===== src/hw/rtl/gha_pkg.sv =====
// shared types, codes and mixing constants of the generational handle allocator
package gha_pkg;

  // request codes
  localparam logic [1:0] REQ_CREATE  = 2'd0;
  localparam logic [1:0] REQ_DESTROY = 2'd1;
  localparam logic [1:0] REQ_CHECK   = 2'd2;

  // result status codes
  localparam logic [1:0] STAT_OK       = 2'd0;
  localparam logic [1:0] STAT_CAPACITY = 2'd1;
  localparam logic [1:0] STAT_INVALID  = 2'd2;

  // configuration register indexes
  localparam int unsigned CfgIdxW = 2;
  localparam logic [CfgIdxW-1:0] CFG_WORLD_ID     = 2'd0;
  localparam logic [CfgIdxW-1:0] CFG_SOURCE_ID    = 2'd1;
  localparam logic [CfgIdxW-1:0] CFG_INSTANCE_KEY = 2'd2;
  localparam logic [63:0] WORLD_ID_RESET = 64'd1;

  // splitmix64 finalizer constants
  localparam logic [63:0] MIX_M1     = 64'hBF58_476D_1CE4_E5B9;
  localparam logic [63:0] MIX_M2     = 64'h94D0_49BB_1331_11EB;
  localparam logic [63:0] ZERO_SUBST = 64'h9E37_79B9_7F4A_7C15;
  localparam int unsigned MIX_SH0 = 30;
  localparam int unsigned MIX_SH1 = 27;
  localparam int unsigned MIX_SH2 = 31;

  localparam logic [31:0] GEN_MAX = 32'hFFFF_FFFF;

  // partial products of one 64x64 low-half multiply
  localparam logic [1:0] MUL_STEP_LL = 2'd0;
  localparam logic [1:0] MUL_STEP_LH = 2'd1;
  localparam logic [1:0] MUL_STEP_HL = 2'd2;

  // multiplier constant select
  localparam logic MUL_SEL_M1 = 1'b0;
  localparam logic MUL_SEL_M2 = 1'b1;

  typedef struct packed {
    logic [1:0]  req_type;
    logic [63:0] handle_world;
    logic [63:0] handle_source;
    logic [31:0] handle_index;
    logic [31:0] handle_generation;
    logic [63:0] handle_token;
  } req_t;

  typedef struct packed {
    logic [1:0]  status;
    logic        is_live;
    logic [9:0]  new_index;
    logic [31:0] new_generation;
    logic [63:0] new_token;
    logic [10:0] live_total;
  } rsp_t;

  // one slot table entry
  typedef struct packed {
    logic        retired;
    logic        alive;
    logic [31:0] gen;
  } slot_t;

  typedef enum logic [3:0] {
    ST_IDLE,
    ST_SETUP,
    ST_POP,
    ST_SLOT,
    ST_MIX,
    ST_MUL1,
    ST_XS27,
    ST_MUL2,
    ST_XS31,
    ST_FIN
  } state_e;

  // controller to datapath
  typedef struct packed {
    logic       load;
    logic       pop;
    logic       take_pop;
    logic       take_slot;
    logic       fresh;
    logic       hidx;
    logic       cap;
    logic       mix;
    logic       mul;
    logic       mul_sel;
    logic [1:0] mul_step;
    logic       xs27;
    logic       xs31;
    logic       fin;
  } cmd_t;

  // datapath to controller
  typedef struct packed {
    logic [1:0] req_type;
    logic       stack_empty;
    logic       table_full;
    logic       out_busy;
  } sts_t;

endpackage


===== src/hw/rtl/gha_ctrl.sv =====
// sequencing state machine of the generational handle allocator
module gha_ctrl import gha_pkg::*; (
  input  logic clk_i,
  input  logic rst_ni,
  input  logic in_valid_i,
  output logic in_ready_o,
  input  sts_t sts_i,
  output cmd_t cmd_o
);

  state_e state_q, state_d;
  logic [1:0] step_q, step_d;

  // state and step registers
  always_ff @(posedge clk_i or negedge rst_ni) begin
    if (!rst_ni) begin
      state_q <= ST_IDLE;
      step_q  <= MUL_STEP_LL;
    end else begin
      state_q <= state_d;
      step_q  <= step_d;
    end
  end

  // partial product counter
  always_comb begin
    step_d = MUL_STEP_LL;
    if ((state_q == ST_MUL1 || state_q == ST_MUL2) && step_q != MUL_STEP_HL) begin
      step_d = step_q + 2'd1;
    end
  end

  // next state
  always_comb begin
    state_d = state_q;
    case (state_q)
      ST_IDLE: begin
        if (in_valid_i) state_d = ST_SETUP;
      end
      ST_SETUP: begin
        case (sts_i.req_type)
          REQ_CREATE: begin
            if (!sts_i.stack_empty) state_d = ST_POP;
            else if (!sts_i.table_full) state_d = ST_MIX;
            else state_d = ST_FIN;
          end
          REQ_DESTROY, REQ_CHECK: state_d = ST_MIX;
          default: state_d = ST_FIN;
        endcase
      end
      ST_POP:  state_d = ST_SLOT;
      ST_SLOT: state_d = ST_MIX;
      ST_MIX:  state_d = ST_MUL1;
      ST_MUL1: begin
        if (step_q == MUL_STEP_HL) state_d = ST_XS27;
      end
      ST_XS27: state_d = ST_MUL2;
      ST_MUL2: begin
        if (step_q == MUL_STEP_HL) state_d = ST_XS31;
      end
      ST_XS31: state_d = ST_FIN;
      ST_FIN: begin
        if (!sts_i.out_busy) state_d = ST_IDLE;
      end
      default: state_d = ST_IDLE;
    endcase
  end

  // commands
  always_comb begin
    cmd_o      = '0;
    in_ready_o = 1'b0;
    case (state_q)
      ST_IDLE: begin
        in_ready_o  = 1'b1;
        cmd_o.load  = in_valid_i;
      end
      ST_SETUP: begin
        case (sts_i.req_type)
          REQ_CREATE: begin
            if (!sts_i.stack_empty) cmd_o.pop = 1'b1;
            else if (!sts_i.table_full) cmd_o.fresh = 1'b1;
            else cmd_o.cap = 1'b1;
          end
          REQ_DESTROY, REQ_CHECK: cmd_o.hidx = 1'b1;
          default: ;
        endcase
      end
      ST_POP:  cmd_o.take_pop = 1'b1;
      ST_SLOT: cmd_o.take_slot = 1'b1;
      ST_MIX:  cmd_o.mix = 1'b1;
      ST_MUL1: begin
        cmd_o.mul      = 1'b1;
        cmd_o.mul_sel  = MUL_SEL_M1;
        cmd_o.mul_step = step_q;
      end
      ST_XS27: cmd_o.xs27 = 1'b1;
      ST_MUL2: begin
        cmd_o.mul      = 1'b1;
        cmd_o.mul_sel  = MUL_SEL_M2;
        cmd_o.mul_step = step_q;
      end
      ST_XS31: cmd_o.xs31 = 1'b1;
      ST_FIN:  cmd_o.fin = !sts_i.out_busy;
      default: ;
    endcase
  end

endmodule


===== config.mk =====
export PLATFORM = sky130hd
export DESIGN_NAME = gha_ctrl
export DESIGN_NICKNAME = d
export VERILOG_FILES = /design/src/hw/rtl/gha_pkg.sv /design/src/hw/rtl/gha_ctrl.sv
export SDC_FILE = /design/constraint.sdc
export NUM_CORES = 1
export LEC_CHECK = 0
export ABC_AREA = 1
export BUFFER_PORTS_ARGS = -buffer_cell sky130_fd_sc_hd__buf_2
export CORE_MARGIN = 1
export CORE_UTILIZATION = 40
export CTS_CLUSTER_SIZE = 16
export DETAILED_ROUTE_END_ITERATION = 8
export PLACE_DENSITY = 0.67
export SYNTH_ARGS = -nofsm -noshare
export SYNTH_HDL_FRONTEND = slang
export SYNTH_SLANG_ARGS = --single-unit

===== constraint.sdc =====
create_clock -name clk_i -period 1.86 [get_ports clk_i]
set_clock_uncertainty 0.15 [all_clocks]
set_input_delay 0.465 -clock clk_i [delete_from_list [all_inputs] [get_ports clk_i]]
set_output_delay 0.465 -clock clk_i [all_outputs]
set_load 0.02 [all_outputs]

-- Word-level counts from Yosys, hierarchy flattened
Cells that the tools add are included.
- $add $sub $neg: 1
- eq/ne operators: 17
- muxes and demuxes: 29
- reduce and logical (&&, ||, !) cells: 7
- operator list (cell ; number):
    $pmux W4 S10 ; 1
    $mux W4 ; 6
    $mux W1 ; 18
    $eq A4 B3 Y1 const B ; 4
    $pmux W4 S2 ; 2
    $eq A4 B2 Y1 const B ; 2
    $eq A4 B4 Y1 const B ; 2
    $ne A2 B2 Y1 const B ; 3
    $eq A2 B2 Y1 const B ; 2
    $eq A4 B1 Y1 const B ; 1
    $logic_not A4 Y1 ; 1
    $ne A2 B1 Y1 const B ; 2
    $reduce_and A4 Y1 ; 1
    $mux W3 ; 1
    $add A2 B1 Y2 const B ; 1
    $eq A2 B1 Y1 const B ; 1
    $logic_not A2 Y1 ; 1
    $mux W2 ; 1
    $reduce_or A2 Y1 ; 1
    $logic_and A1 B1 Y1 ; 1
    $logic_not A1 Y1 ; 1
    $logic_or A1 B1 Y1 ; 1
- register bits: 6
- bits of input ports: 8
- output and inout port bits: 16

-- Depth between registers and ports, before layout
Gate-level depths: netlist of run 1.
- depth after elaboration: 4
- depth in mapped cells: 10
- depth with buffers taken out: 10

-- Worst setup path after synthesis of run 1
OpenSTA, ideal clock, no wires.
- kind: input -> output
- start point: input port sts_i[3] (netlist bit)
- end point: output port cmd_o[8] (netlist bit)
- arrival time: 1.254 ns
- data required time: 1.245 ns
- slack: -0.009 ns
- cell stages on the path: 4
- cell sequence: inv_1 -> ha_1 -> inv_1 -> nor3_1
- RTL lines (item ; RTL line ; RTL):
    from (decl) ; gha_ctrl.sv:7 ; input sts_t sts_i,
    to (decl) ; gha_ctrl.sv:8 ; output cmd_t cmd_o

==> impl.org, run 1 <==
** Outcome
- The flow ran to the end, but the final reports show violations.
- Failing checks :: negative setup slack

** STA
- The tightest hold path in the finished design has a slack of 0.2697 ns.
- Total negative setup slack :: -0.05354 ns
- Number of slew-limit violations in the final report :: 0
- Remaining max-slew budget at the tightest pin :: 79.84%
- Unrepaired setup endpoints after global routing :: yes
- Hold Violations, Final :: 0
- Post-layout min period :: 1.909 ns
- Final setup viols :: 2
- Crit path setup slack, layout :: -0.04936 ns
- Portion of the clock cycle consumed by the worst path in the final layout :: 102.7%
- Static timing analysis puts the maximum clock frequency at 523.7 MHz.
- For the pin with the worst max-slew slack, the measured transition is 0.3001 ns.

** Synthesis
- For this run, the number of Yosys warnings is 0.
- Area fraction in compound gates after synthesis :: 0%
- Count of mapped cells out of synthesis :: 91
- Counting flops with an async set or reset pin after synthesis yields a share of 100.0%.
- The netlist uses 14 different library cells.
- By area the synthesized netlist is led by dfrtp_1 28%, nand2_1 17%, inv_1 13%, nor2_1 10%, ha_1 6.9%.
- EDFF count, synth :: 0
- Counting flops and latches in the post-synthesis netlist gives 6.
- Sequential elements use 27.78% of the synthesized area.
- Post-Synthesis Cell Area :: 540.5 um^2
- Most used flip-flop cell after synthesis :: dfrtp_1
- After Yosys synthesis, and, or, nand and nor cells account for 50.69% of the synthesized area.
- By area, the combinational part of the netlist is dominated by simple AND/OR/NAND/NOR gates.
- The largest total area in the synthesized netlist belongs to dfrtp_1.
- The synthesized design devotes to its leading area cell type 27.78% of total area.
- Synthesized netlist net count :: 102
- Averaged over all synthesized cells, the footprint is 5.940 um^2.
- Ranked by instance count, the synthesized netlist is headed by 25 x nand2_1, 18 x inv_1, 15 x nor2_1, 7 x nand3_1, 6 x dfrtp_1.
- XOR/XNOR share of the synthesized area :: 0%
- Multiplexer cells account for 0% of the synthesized area.
- Of the total synthesized cell area, the portion taken by full adders, half adders and majority gates is 6.944%.
- In the post-synthesis netlist, the cell with the most instances is nand2_1.

** Power
- Across the VDD grid, the largest voltage drop is 863.8 uV.
- Total power for the finished layout comes to 1312 uW.
- In this run the static leakage power is 0.0005167 uW.
- In this run the power density over the cells is 1506 nW/um^2.

** Clock network
- Clock transition at path regs :: 0.04 ns
- Buffers inserted during clock tree synthesis total 3.
- The longest clock path from root to sink contains 2 buffers.
- Number of H-tree levels :: 1
- The tree built by TritonCTS fans out to 6 sinks.
- TritonCTS built the clock tree.
- The clock reaches the later pin of the worst-skew pair after 0.24 ns.
- Root buffer cell :: clkbuf_4

** Critical path
- Required @ worst endpoint :: 1.24 ns
- The largest single stage delay on the critical path is 0.44 ns.
- Cell repeated most along the worst path :: buf_4
- STA classifies the critical path endpoint as a primary output.
- Worst EP arrival :: 1.29 ns
- Among cell families on the critical path, the largest total delay comes from flip-flops.
- Reg-to-Reg Start :: state_q[2]
- Critical path's slowest cell :: dfrtp_2
- Timing startpoint of the critical path :: state_q[2]
- Walking the worst path, the cells encountered are buf_4 -> nor4_2 -> buf_4.
- STA classifies the critical path startpoint as a flop.
- Worst Path Buf+Inv :: 2
- Startpoint-to-endpoint class of the critical path :: reg -> out
- Critical path peak fanout :: 4

** GRT
- The initial antenna violation count was 0.
- Entering global routing, the biggest net connects 7 pins.
- The via count of the first global-routing pass came to 527.
- Overall overflow remaining after global route :: 0
- Total GRT Usage :: 20.61%
- First-pass GRT wire length :: 2056 um

** Routing
- Dividing the detail-routed wire length by the instance count gives 9.641 um.
- First-pass detailed-route iteration total :: 5
- For this run, design rule violations remaining after detail routing come to 0.
- Summed over all layers, the routed wires come to 1369 um.
- The detail route stage leaves a number of antenna-violating nets equal to 0.
- For this block, the via count after detailed routing is 652.
- In this run, the number of DRC markers left after iteration 0 of detailed routing was 11.
- After detailed routing, the number of vias per cell comes to 4.592.

** Place
- Port buffering added 23 buffers.
- After detailed placement, the total cell area comes to 700.7 um^2.
- HPWL after detailed placement :: 1002 um
- Including well taps, the total number of placed cells is 131.
- The congestion estimate from routability-driven global placement came to 0.7595.

** Job
- The tool flagged a number of max-cap violations equal to 0.

** Hold path
- Worst Min Path Start :: step_q[0]
- The worst hold path belongs to the class reg -> reg.

** Floorplan
- DIE AREA :: 1502 um^2
- Chip height :: 38.76 um
- The initial utilization of the core area, before any placement, comes to 45.57%.
- Core Rows :: 12
- The floorplan step defined a core boundary enclosing 1186 um^2.
- 24 I/O pins were placed.
- The die is 38.76 um wide.

** Layout
- Of the cells placed in the final design, the portion with a size suffix greater than 1 is 47.66%.
- Filler-free cell count of the finished design :: 142
- Ant diodes :: 0
- For this run, the post-layout net count is 141.
- The finished cells cover 870.8 um^2.
- Layout overhead on the synthesized area :: 61.11%
## power breakdown
part	switching (uW)	total (uW)	internal, uW	leakage (uW)
logic	557	939	382	0.000428
registers	65.4	256	191	0.0000749
clock network	44.0	117	72.8	0.0000138
total	666	1310	645	0.000517
## what timing repair did
action | in CTS | in global routing
endpoints found under the hold margin | 6 | 0
pin swaps | 3 | 3
resized for setup | 17 | 14
endpoints found under the setup margin | 9 | 15
buffers inserted | 5 | 2
hold buffers | 1 | 0
## per-layer routing
| metal | part of all wire, % | wire length [um] | global-route usage [%] | vias up |
|---|---|---|---|---|
| met4 | 0 | 0 | 5.172 | 0 |
| li1 | - | - | - | 346 |
| met3 | 5.7 | 78 | 6.936 | 0 |
| met5 | 0 | 0 | 0 | - |
| met2 | 50 | 679 | 35.42 | 18 |
| met1 | 45 | 611 | 24.28 | 288 |
## placed cells by master (no fill, tap or decap)
cell            n
nand2_1        23
buf_4          20
inv_1          15
buf_2          12
nor2_1         10
nand3_1         7
nor2_2          6
inv_2           5
dfrtp_1         4
nand2_4         3
nor3_1          3
ha_1            3
clkbuf_4        3
nor2_4          2
nor3_2          2
nand2_2         2
dfrtp_2         2
inv_4           1
nor4_2          1
nand3b_1        1
and3_2          1
dlygate4sd3_1   1
buf_6           1
## area by class of cell
type | instances | area, um^2
clock buffers | 3 | 22.52
repair buffers | 34 | 231.5
inverters | 21 | 81.33
well taps | 14 | 17.52
fillers | 108 | 315.3
multi-input cells | 64 | 365.4
flip-flops and latches | 6 | 152.6
## logic make-up (layout without fill, tap and decap cells)
logic type    count (synthesis)  count (layout)
flops                         6               6
simple gates                 61              61
buf+inv                      21              58
fa+ha+maj                     3               3
## flip-flops by register name, summed over array words and instances (netlist names)
signal	count
state_q	4
step_q	2
## through the flow
| stage | utilization (%) | setup slack (ns) |
|---|---|---|
| floorplan | - | -0.003487 |
| global placement | 59.07 | 0.04685 |
| detailed placement | 59.07 | 0.01219 |
| CTS | 68.99 | -0.02103 |
| global route | 73.42 | -0.1257 |
| finish | 73.42 | -0.04936 |
## worst paths after layout
check	to	slack (ns)	cells past startpoint
min reg2reg	step_q[0]	0.27	1
max reg2reg	state_q[2]	0.34	7
max in group asynchronous	state_q[2]	0.97	2
min in group asynchronous	state_q[1]	0.43	2
min	step_q[0]	0.27	1
max	cmd_o[0]	-0.05	3
Power figures use the tool's default switching activity.
==> run 2, diff against run 1 <==
--- a/config.mk
+++ b/config.mk
@@ -5,13 +5,13 @@
 export SDC_FILE = /design/constraint.sdc
 export NUM_CORES = 1
 export LEC_CHECK = 0
-export ABC_AREA = 1
+export ABC_AREA = 0
 export BUFFER_PORTS_ARGS = -buffer_cell sky130_fd_sc_hd__buf_2
-export CORE_MARGIN = 1
-export CORE_UTILIZATION = 40
+export CORE_AREA = 2 2 39 41
 export CTS_CLUSTER_SIZE = 16
 export DETAILED_ROUTE_END_ITERATION = 8
-export PLACE_DENSITY = 0.67
+export DIE_AREA = 0 0 41 43
+export PLACE_DENSITY = 0.66
 export SYNTH_ARGS = -nofsm -noshare
 export SYNTH_HDL_FRONTEND = slang
 export SYNTH_SLANG_ARGS = --single-unit
==> impl.org, run 2 <==
** Critical path
- Slack of the worst reg-to-reg path :: -0.04 ns
- Startpoint-to-endpoint class of the critical path :: reg -> out
- Timing startpoint of the critical path :: state_q[1]
- Required @ worst endpoint :: 1.24 ns
- Of all nets on the critical path, the largest fanout is 5.
- For the worst flop-to-flop path, the logic depth is 5.
- In this run the critical register-to-register path is captured at state_q[2].
- Endpoint class of the critical path :: primary output
- The worst setup path is launched from a flop.
- Worst EP arrival :: 1.64 ns
- Reg-to-Reg Start :: state_q[1]
- The most critical setup path has its endpoint at cmd_o[13].

** STA
- Derived from the worst setup path, the maximum achievable clock frequency is 443.1 MHz.
- At the pin with the least slew margin, the transition time is 0.2776 ns.
- Hold Violations, Final :: 0
- Post-layout min period :: 2.257 ns
- Number of slew-limit violations in the final report :: 0
- Setup violations remaining at the end of the flow were counted as 8.
- Portion of the clock cycle consumed by the worst path in the final layout :: 121.3%
- Setup repair after global routing could not meet its margin everywhere.
- Crit path setup slack, layout :: -0.3967 ns
- Remaining max-slew budget at the tightest pin :: 81.30%

** Floorplan
- Measured along the y axis, the die boundary spans 43 um.
- Top-level I/O count :: 24
- The total area inside the core boundary comes to 1384 um^2.
- The die covers 1763 um^2.
- The die is 41 um wide.
- In this run the core area contains 14 standard-cell rows.
- Starting density of the core :: 37.43%

** Layout
- Ranked by flip-flop count, first place goes to state_q.
- Most frequent cells in the layout :: 18 x buf_6, 15 x buf_4, 9 x buf_2
- Max FFs per register :: 4
- Layout overhead on the synthesized area :: 106.8%
- 0 antenna diodes ended up in the layout.
- Final #Nets :: 123
- Cells with a size suffix above 1 make up 64.55% of the layout.
- Excluding fillers, the count of instances in the completed layout stands at 126.
- The largest registers in the layout are state_q x4, step_q x2.
- The library cell used most frequently in the layout, excluding fill and tap cells, is buf_6.

** Synthesis
- The most used flip-flop cell after synthesis is dfrtp_1.
- Area share of fa/ha/maj cells after synthesis :: 7.246%
- Post-Synthesis Cell Area :: 518.0 um^2
- After synthesis, the share of flip-flops with an asynchronous set or reset is 100.0%.
- Synthesized netlist net count :: 80
- Share of synthesized cell area in and, or, nand and nor gates :: 38.41%
- Dominant combinational cell family by area after synthesis :: simple AND/OR/NAND/NOR gates
- The synthesized design spends more area on one cell type than any other, namely dfrtp_1.
- Multiplexer share of the synthesized area :: 1.932%
- The synthesized design contains 6 register bits.
- Count of mapped cells out of synthesis :: 69
- Most common library cells after synthesis :: 8 x nor2_1, 8 x nor3_1, 7 x inv_1, 6 x dfrtp_1, 5 x nand2_1
- After synthesis, flip-flops and latches occupy 28.99% of the total area.
- The Yosys step of the flow raised 0 warnings.
- Average size of a mapped cell :: 7.507 um^2
- Sorting the synthesized cells by area gives the leading types as dfrtp_1 29%, nor3_1 7.7%, ha_1 7.2%, nor2_1 5.8%, inv_1 5.1%.
- Number of distinct library cells after synthesis :: 27
- XOR/XNOR share of the synthesized area :: 1.691%
- Area fraction in compound gates after synthesis :: 12.56%
- Area share of the leading cell type in the synthesized netlist :: 28.99%
- EDFF count, synth :: 0

** Routing
- Wires add up to 1824 um.
- DRC violations left :: 0
- Antenna-violating nets left :: 0
- Post-detailed-route wirelength per cell :: 14.48 um
- Across all layers, the routed design uses 645 vias.
- Ratio of routed vias to standard cells :: 5.119
- Iteration-0 DRC count of the detailed router :: 18
- First-pass detailed-route iteration total :: 3

** Power
- The analysis attributes to cell leakage a power of 0.0005041 uW.
- Dividing total power by cell area gives a power density of 1454 nW/um^2.
- Total power for the finished layout comes to 1557 uW.
- Max IR drop VDD :: 819.3 uV

** GRT
- Number of global-route vias before repair :: 569
- Antenna violations before repair :: 0
- Summed over all layers, the global routing overflow is 0.
- Global routing used 20.24% of the available tracks.
- First-pass GRT wire length :: 2449 um
- Entering global routing, the biggest net connects 11 pins.

** Job
- Number of max-capacitance violations reported :: 0

** Place
- Detailed placement finished with a half-perimeter wire length of 991.7 um.
- Placed Instances :: 110
- The congestion estimate from routability-driven global placement came to 0.7515.
- Port Buffer Count :: 23

** Clock network
- Clock tree synthesis found a total of 6 sinks.
- Clock-pin slew was measured on the worst setup and hold paths at 0.04 ns.
- TritonCTS built the clock tree.
- Number of H-tree levels :: 1
- The clock reaches the later pin of the worst-skew pair after 0.24 ns.
- The clock passes through at most 2 buffers.
- The tree is rooted in a clkbuf_4.
- Buffers inserted during clock tree synthesis total 3.

** Outcome
- Failing checks :: negative setup slack
- The flow ran to the end, but the final reports show violations.

** Hold path
- In this run the worst hold path is classified as reg -> reg.
- Counting instances, the worst hold path has a depth of 1.
[run 2: cell types whose count changed after synthesis, moves of 2 or more]
cell / before / now
nand2_1: 25 / 5
inv_1: 18 / 7
nor2_1: 15 / 8
nand3_1: 7 / 1
a21oi_1: 0 / 3
clkbuf_1: 0 / 3
inv_2: 3 / 0
nand2_2: 3 / 0
nand2b_1: 0 / 3
nor3_1: 5 / 8
o21ai_0: 0 / 3
and2_1: 0 / 2
buf_2: 0 / 2
nor2_2: 2 / 0
[run 2: repair_timing]
action                                  4_1_cts  5_1_grt
setup buffers                                 5        6
gates cloned                                  1        0
hold buffers                                  1        0
pin swaps                                     2        9
gates resized for setup                      22       35
endpoints found under the setup margin       15       18
hold endpoints to repair                      6        0
[run 2: worst max-delay path, cell delays in order (launching register included)]
cell,delay [ns]
dfrtp_1,0.36
or4b_1,0.55
buf_6,0.16
nor3b_4,0.19
buf_6,0.14
[run 2: per-stage QoR]
stage	util [%]	area, um^2	TNS (ns)	setup WS, ns	hold WS (ns)
6_report	77.40	1071	-1.672	-0.3967	0.2674
5_1_grt	77.40	1071	-2.392	-0.4617	0.2843
4_1_cts	64.29	889.6	-1.578	-0.3910	0.2691
3_5_place_dp	53.25	737.0	-0.4123	-0.1623	0.1390
3_3_place_gp	53.25	737.0	-0.3529	-0.1442	0.1376
2_1_floorplan	-	578.1	-0.3880	-0.08236	0.01941
[run 2: worst min-delay path by stage]
stage	start	end	slack, ns
4_1_cts	step_q[0]	step_q[0]	0.27
6_report	step_q[0]	step_q[0]	0.27
5_1_grt	step_q[0]	step_q[0]	0.28
3_5_place_dp	rst_ni	step_q[1]	0.14
2_1_floorplan	rst_ni	state_q[0]	0.02
3_3_place_gp	rst_ni	step_q[1]	0.14
[run 2: kinds of logic after synthesis]
group           count (synthesis)
compound gates                 10
xor+xnor                        1
fa+ha+maj                       3
buf+inv                        12
flops                           6
mux                             1
simple gates                   36
[run 2: layer usage]
| layer | global-route usage (%) | part of all wire [%] |
|---|---|---|
| met3 | 1.571 | 1.8 |
| met2 | 29.38 | 54 |
| met4 | 8.000 | 0 |
| met1 | 30.20 | 44 |
| met5 | 0 | 0 |
[run 2: power by group]
| group | switching, uW | total, uW | internal (uW) |
|---|---|---|---|
| registers | 27.7 | 208 | 180 |
| logic | 662 | 1240 | 575 |
| clock network | 40.1 | 113 | 72.5 |
| total | 729 | 1560 | 827 |
[run 2: final cells by class]
class / count / area, um^2
Fill cell: 87 / 312.8
Tap cell: 16 / 20.02
Multi-Input combinational cell: 51 / 478.0
Sequential cell: 6 / 150.1
Clock buffer: 3 / 22.52
Timing Repair Buffer: 43 / 370.4
Inverter: 7 / 30.03
==> run 3, diff against run 2 <==
--- a/config.mk
+++ b/config.mk
@@ -7,11 +7,11 @@
 export LEC_CHECK = 0
 export ABC_AREA = 0
 export BUFFER_PORTS_ARGS = -buffer_cell sky130_fd_sc_hd__buf_2
-export CORE_AREA = 2 2 39 41
+export CORE_MARGIN = 1
+export CORE_UTILIZATION = 39
 export CTS_CLUSTER_SIZE = 16
 export DETAILED_ROUTE_END_ITERATION = 8
-export DIE_AREA = 0 0 41 43
-export PLACE_DENSITY = 0.66
+export PLACE_DENSITY = 0.68
 export SYNTH_ARGS = -nofsm -noshare
 export SYNTH_HDL_FRONTEND = slang
 export SYNTH_SLANG_ARGS = --single-unit
==> constraint.sdc (replaced) <==
create_clock -name clk_i -period 1.8 [get_ports clk_i]
set_clock_uncertainty 0.15 [all_clocks]
set_input_delay 0.45 -clock clk_i [delete_from_list [all_inputs] [get_ports clk_i]]
set_output_delay 0.45 -clock clk_i [all_outputs]
set_load 0.02 [all_outputs]
==> impl.org, run 3 (same netlist as run 2, synthesis figures left out) <==
** Place
- Final weighted congestion of routability-driven global placement :: 0.7825
- Port buffering added 23 buffers.
- Before CTS, the worst setup slack after placement is -0.2114 ns.
- The wire-length estimate of the detail-placed layout is 937.2 um.

** Layout
- In the final layout, the registers with the most flip-flops are state_q x4, step_q x2.
- In the final design database the tool counted 124 nets.
- The register with the most flip-flops in the layout has 4 of them.
- Fraction of final layout cells sized beyond drive strength 1 :: 64.86%
- Largest register by flop count :: state_q
- Ant diodes :: 0
- Most frequent cells in the layout :: 17 x buf_4, 16 x buf_6, 8 x buf_2
- Relative to the synthesized area, the layout overhead comes to 113.3%.
- Most common library cell in the layout ignoring fill and taps :: buf_4

** Floorplan
- Chip height :: 38.45 um
- DIE AREA :: 1478 um^2
- The floorplan step defined a core boundary enclosing 1171 um^2.
- Horizontal extent of the die :: 38.45 um
- Core Rows :: 12
- Top-level I/O count :: 24
- Once the floorplan was initialized, standard cells occupied 44.23% of the core.

** Clock network
- Number of H-tree levels :: 1
- Clock transition at path regs :: 0.04 ns
- Counting every sink on the clock net gives 6.
- Clock latency of the later-clocked register in the worst-skew pair :: 0.24 ns
- Number of CTS-inserted buffers :: 3
- In this run the clock root is driven by a clkbuf_4.
- The clock passes through at most 2 buffers.
- TritonCTS clock tree :: yes

** Routing
- The first detailed-routing pass ran for 5 iterations.
- In this run, the number of DRC markers left after iteration 0 of detailed routing was 48.
- Post-detailed-route wirelength per cell :: 21.26 um
- Routed vias :: 800
- After detailed routing, the total wire length is 2657 um.
- Ratio of routed vias to standard cells :: 6.400
- DRC violations left :: 0
- The detail route stage leaves a number of antenna-violating nets equal to 0.

** STA
- At the pin with the least slew margin, the transition time is 0.3304 ns.
- The final hold violation count was 0.
- In this run the tightest slew margin relative to its limit is 77.93%.
- Timing would allow up to 441.9 MHz.
- The routed design could run at a clock period as short as 2.263 ns.
- Final setup viols :: 20
- The worst path uses 125.7% of the clock period.
- Unrepaired setup endpoints after global routing :: yes
- Across all setup checks in the final design, the least slack found is -0.4631 ns.
- Number of slew-limit violations in the final report :: 0

** GRT
- The via count of the first global-routing pass was 580.
- The initial antenna violation count came to 0.
- Global routing finished with a remaining overflow of 0.
- Total GRT Usage :: 26.07%
- Entering global routing, the biggest net connects 11 pins.
- The first global-routing pass estimated 2628 um of wire.

** Critical path
- Delay-heaviest family, CP :: simple AND/OR/NAND/NOR gates
- The critical path is of the reg -> out type.
- Startpoint Class :: flop
- Worst EP arrival :: 1.66 ns
- Critical path's slowest cell :: or4b_4
- The worst setup path is captured at a primary output.
- The critical path goes through or4b_4 -> nor3b_4 -> buf_6.
- Required @ worst endpoint :: 1.20 ns
- Worst Path Buf+Inv :: 1
- The largest single stage delay on the critical path is 0.62 ns.
- Of all nets on the critical path, the largest fanout is 4.

** Power
- Part of the power in registers :: 12.8%
- Net switching is 48.22% of the power.
- The internal power of the cells totals 928.7 uW.
- Net switching power of the design :: 864.9 uW
- VDD sags by at most 1308 uV.
- Share of total power in combinational logic :: 80.4%
- The design draws 1794 uW.
- Clock power share :: 6.7%
- Summed over all cells, the static leakage comes to 0.0005188 uW.
- In this run the power density over the cells is 1623 nW/um^2.

** Outcome
- The final reports fail on negative setup slack.
- The run finished, with violations left.

** Hold path
- The path class of the tightest hold or removal check is reg -> reg.

** Job
- Number of max-capacitance violations reported :: 0
==> run 3: cell count changes in the layout (fill, tap and decap cells not counted), sizes merged <==
cell | before | now
buf | 42 | 43
==> run 3: power groups by stage <==
stage | Sequential [uW] | Combinational (uW) | Clock (uW)
3_3_place_gp | 206 | 794 | 0
3_5_place_dp | 208 | 795 | 0
4_1_cts | 212 | 1110 | 127
5_1_grt | 230 | 1480 | 134
2_1_floorplan | 202 | 615 | 0
6_report | 230 | 1440 | 121
==> run 3: per-layer routing <==
| layer | share of wire [%] | track usage (%) |
|---|---|---|
| met1 | 37 | 35.53 |
| met2 | 47 | 43.22 |
| met3 | 9.3 | 0 |
| met4 | 5.7 | 12.07 |
| met5 | 0 | 0 |
==> run 3: cell type report <==
cell class                 count  area, um^2
multi-input combinational     51       486.7
tap                           14       17.52
clock buffer                   3       22.52
sequential                     6       150.1
inverter                       7       30.03
timing repair buffer          44       397.9
fill                          29       66.31
==> run 3: repair_timing <==
action | 4_1_cts | 5_1_grt
buffers inserted | 8 | 10
setup endpoints to repair | 17 | 20
hold buffers | 1 | 0
cloned | 1 | 0
pin swaps | 7 | 8
gates resized for setup | 38 | 20
hold endpoints to repair | 6 | 0
==> run 3: final timing paths <==
kind                       slack (ns)  cells after the start         end  startpoint
max reg2reg                     -0.25                      5  state_q[2]  state_q[2]
min reg2reg                      0.29                      1   step_q[0]   step_q[0]
min                              0.29                      1   step_q[0]   step_q[0]
max                             -0.46                      3   cmd_o[13]  state_q[2]
min in group asynchronous        0.39                      2  state_q[2]      rst_ni
max in group asynchronous        0.97                      2  state_q[0]      rst_ni
==> run 3: metrics by stage <==
stage	hold slack [ns]	instances	TNS, ns	instance area, um^2	util [%]
2_1_floorplan	0.004409	69	-0.7004	593.1	-
3_3_place_gp	0.1220	109	-0.5807	757.0	64.64
4_1_cts	0.2738	121	-2.410	991.0	84.62
6_report	0.2863	125	-3.731	1105	94.34
5_1_grt	0.3082	125	-4.131	1105	94.34
3_5_place_dp	0.1242	109	-0.6228	757.0	64.64
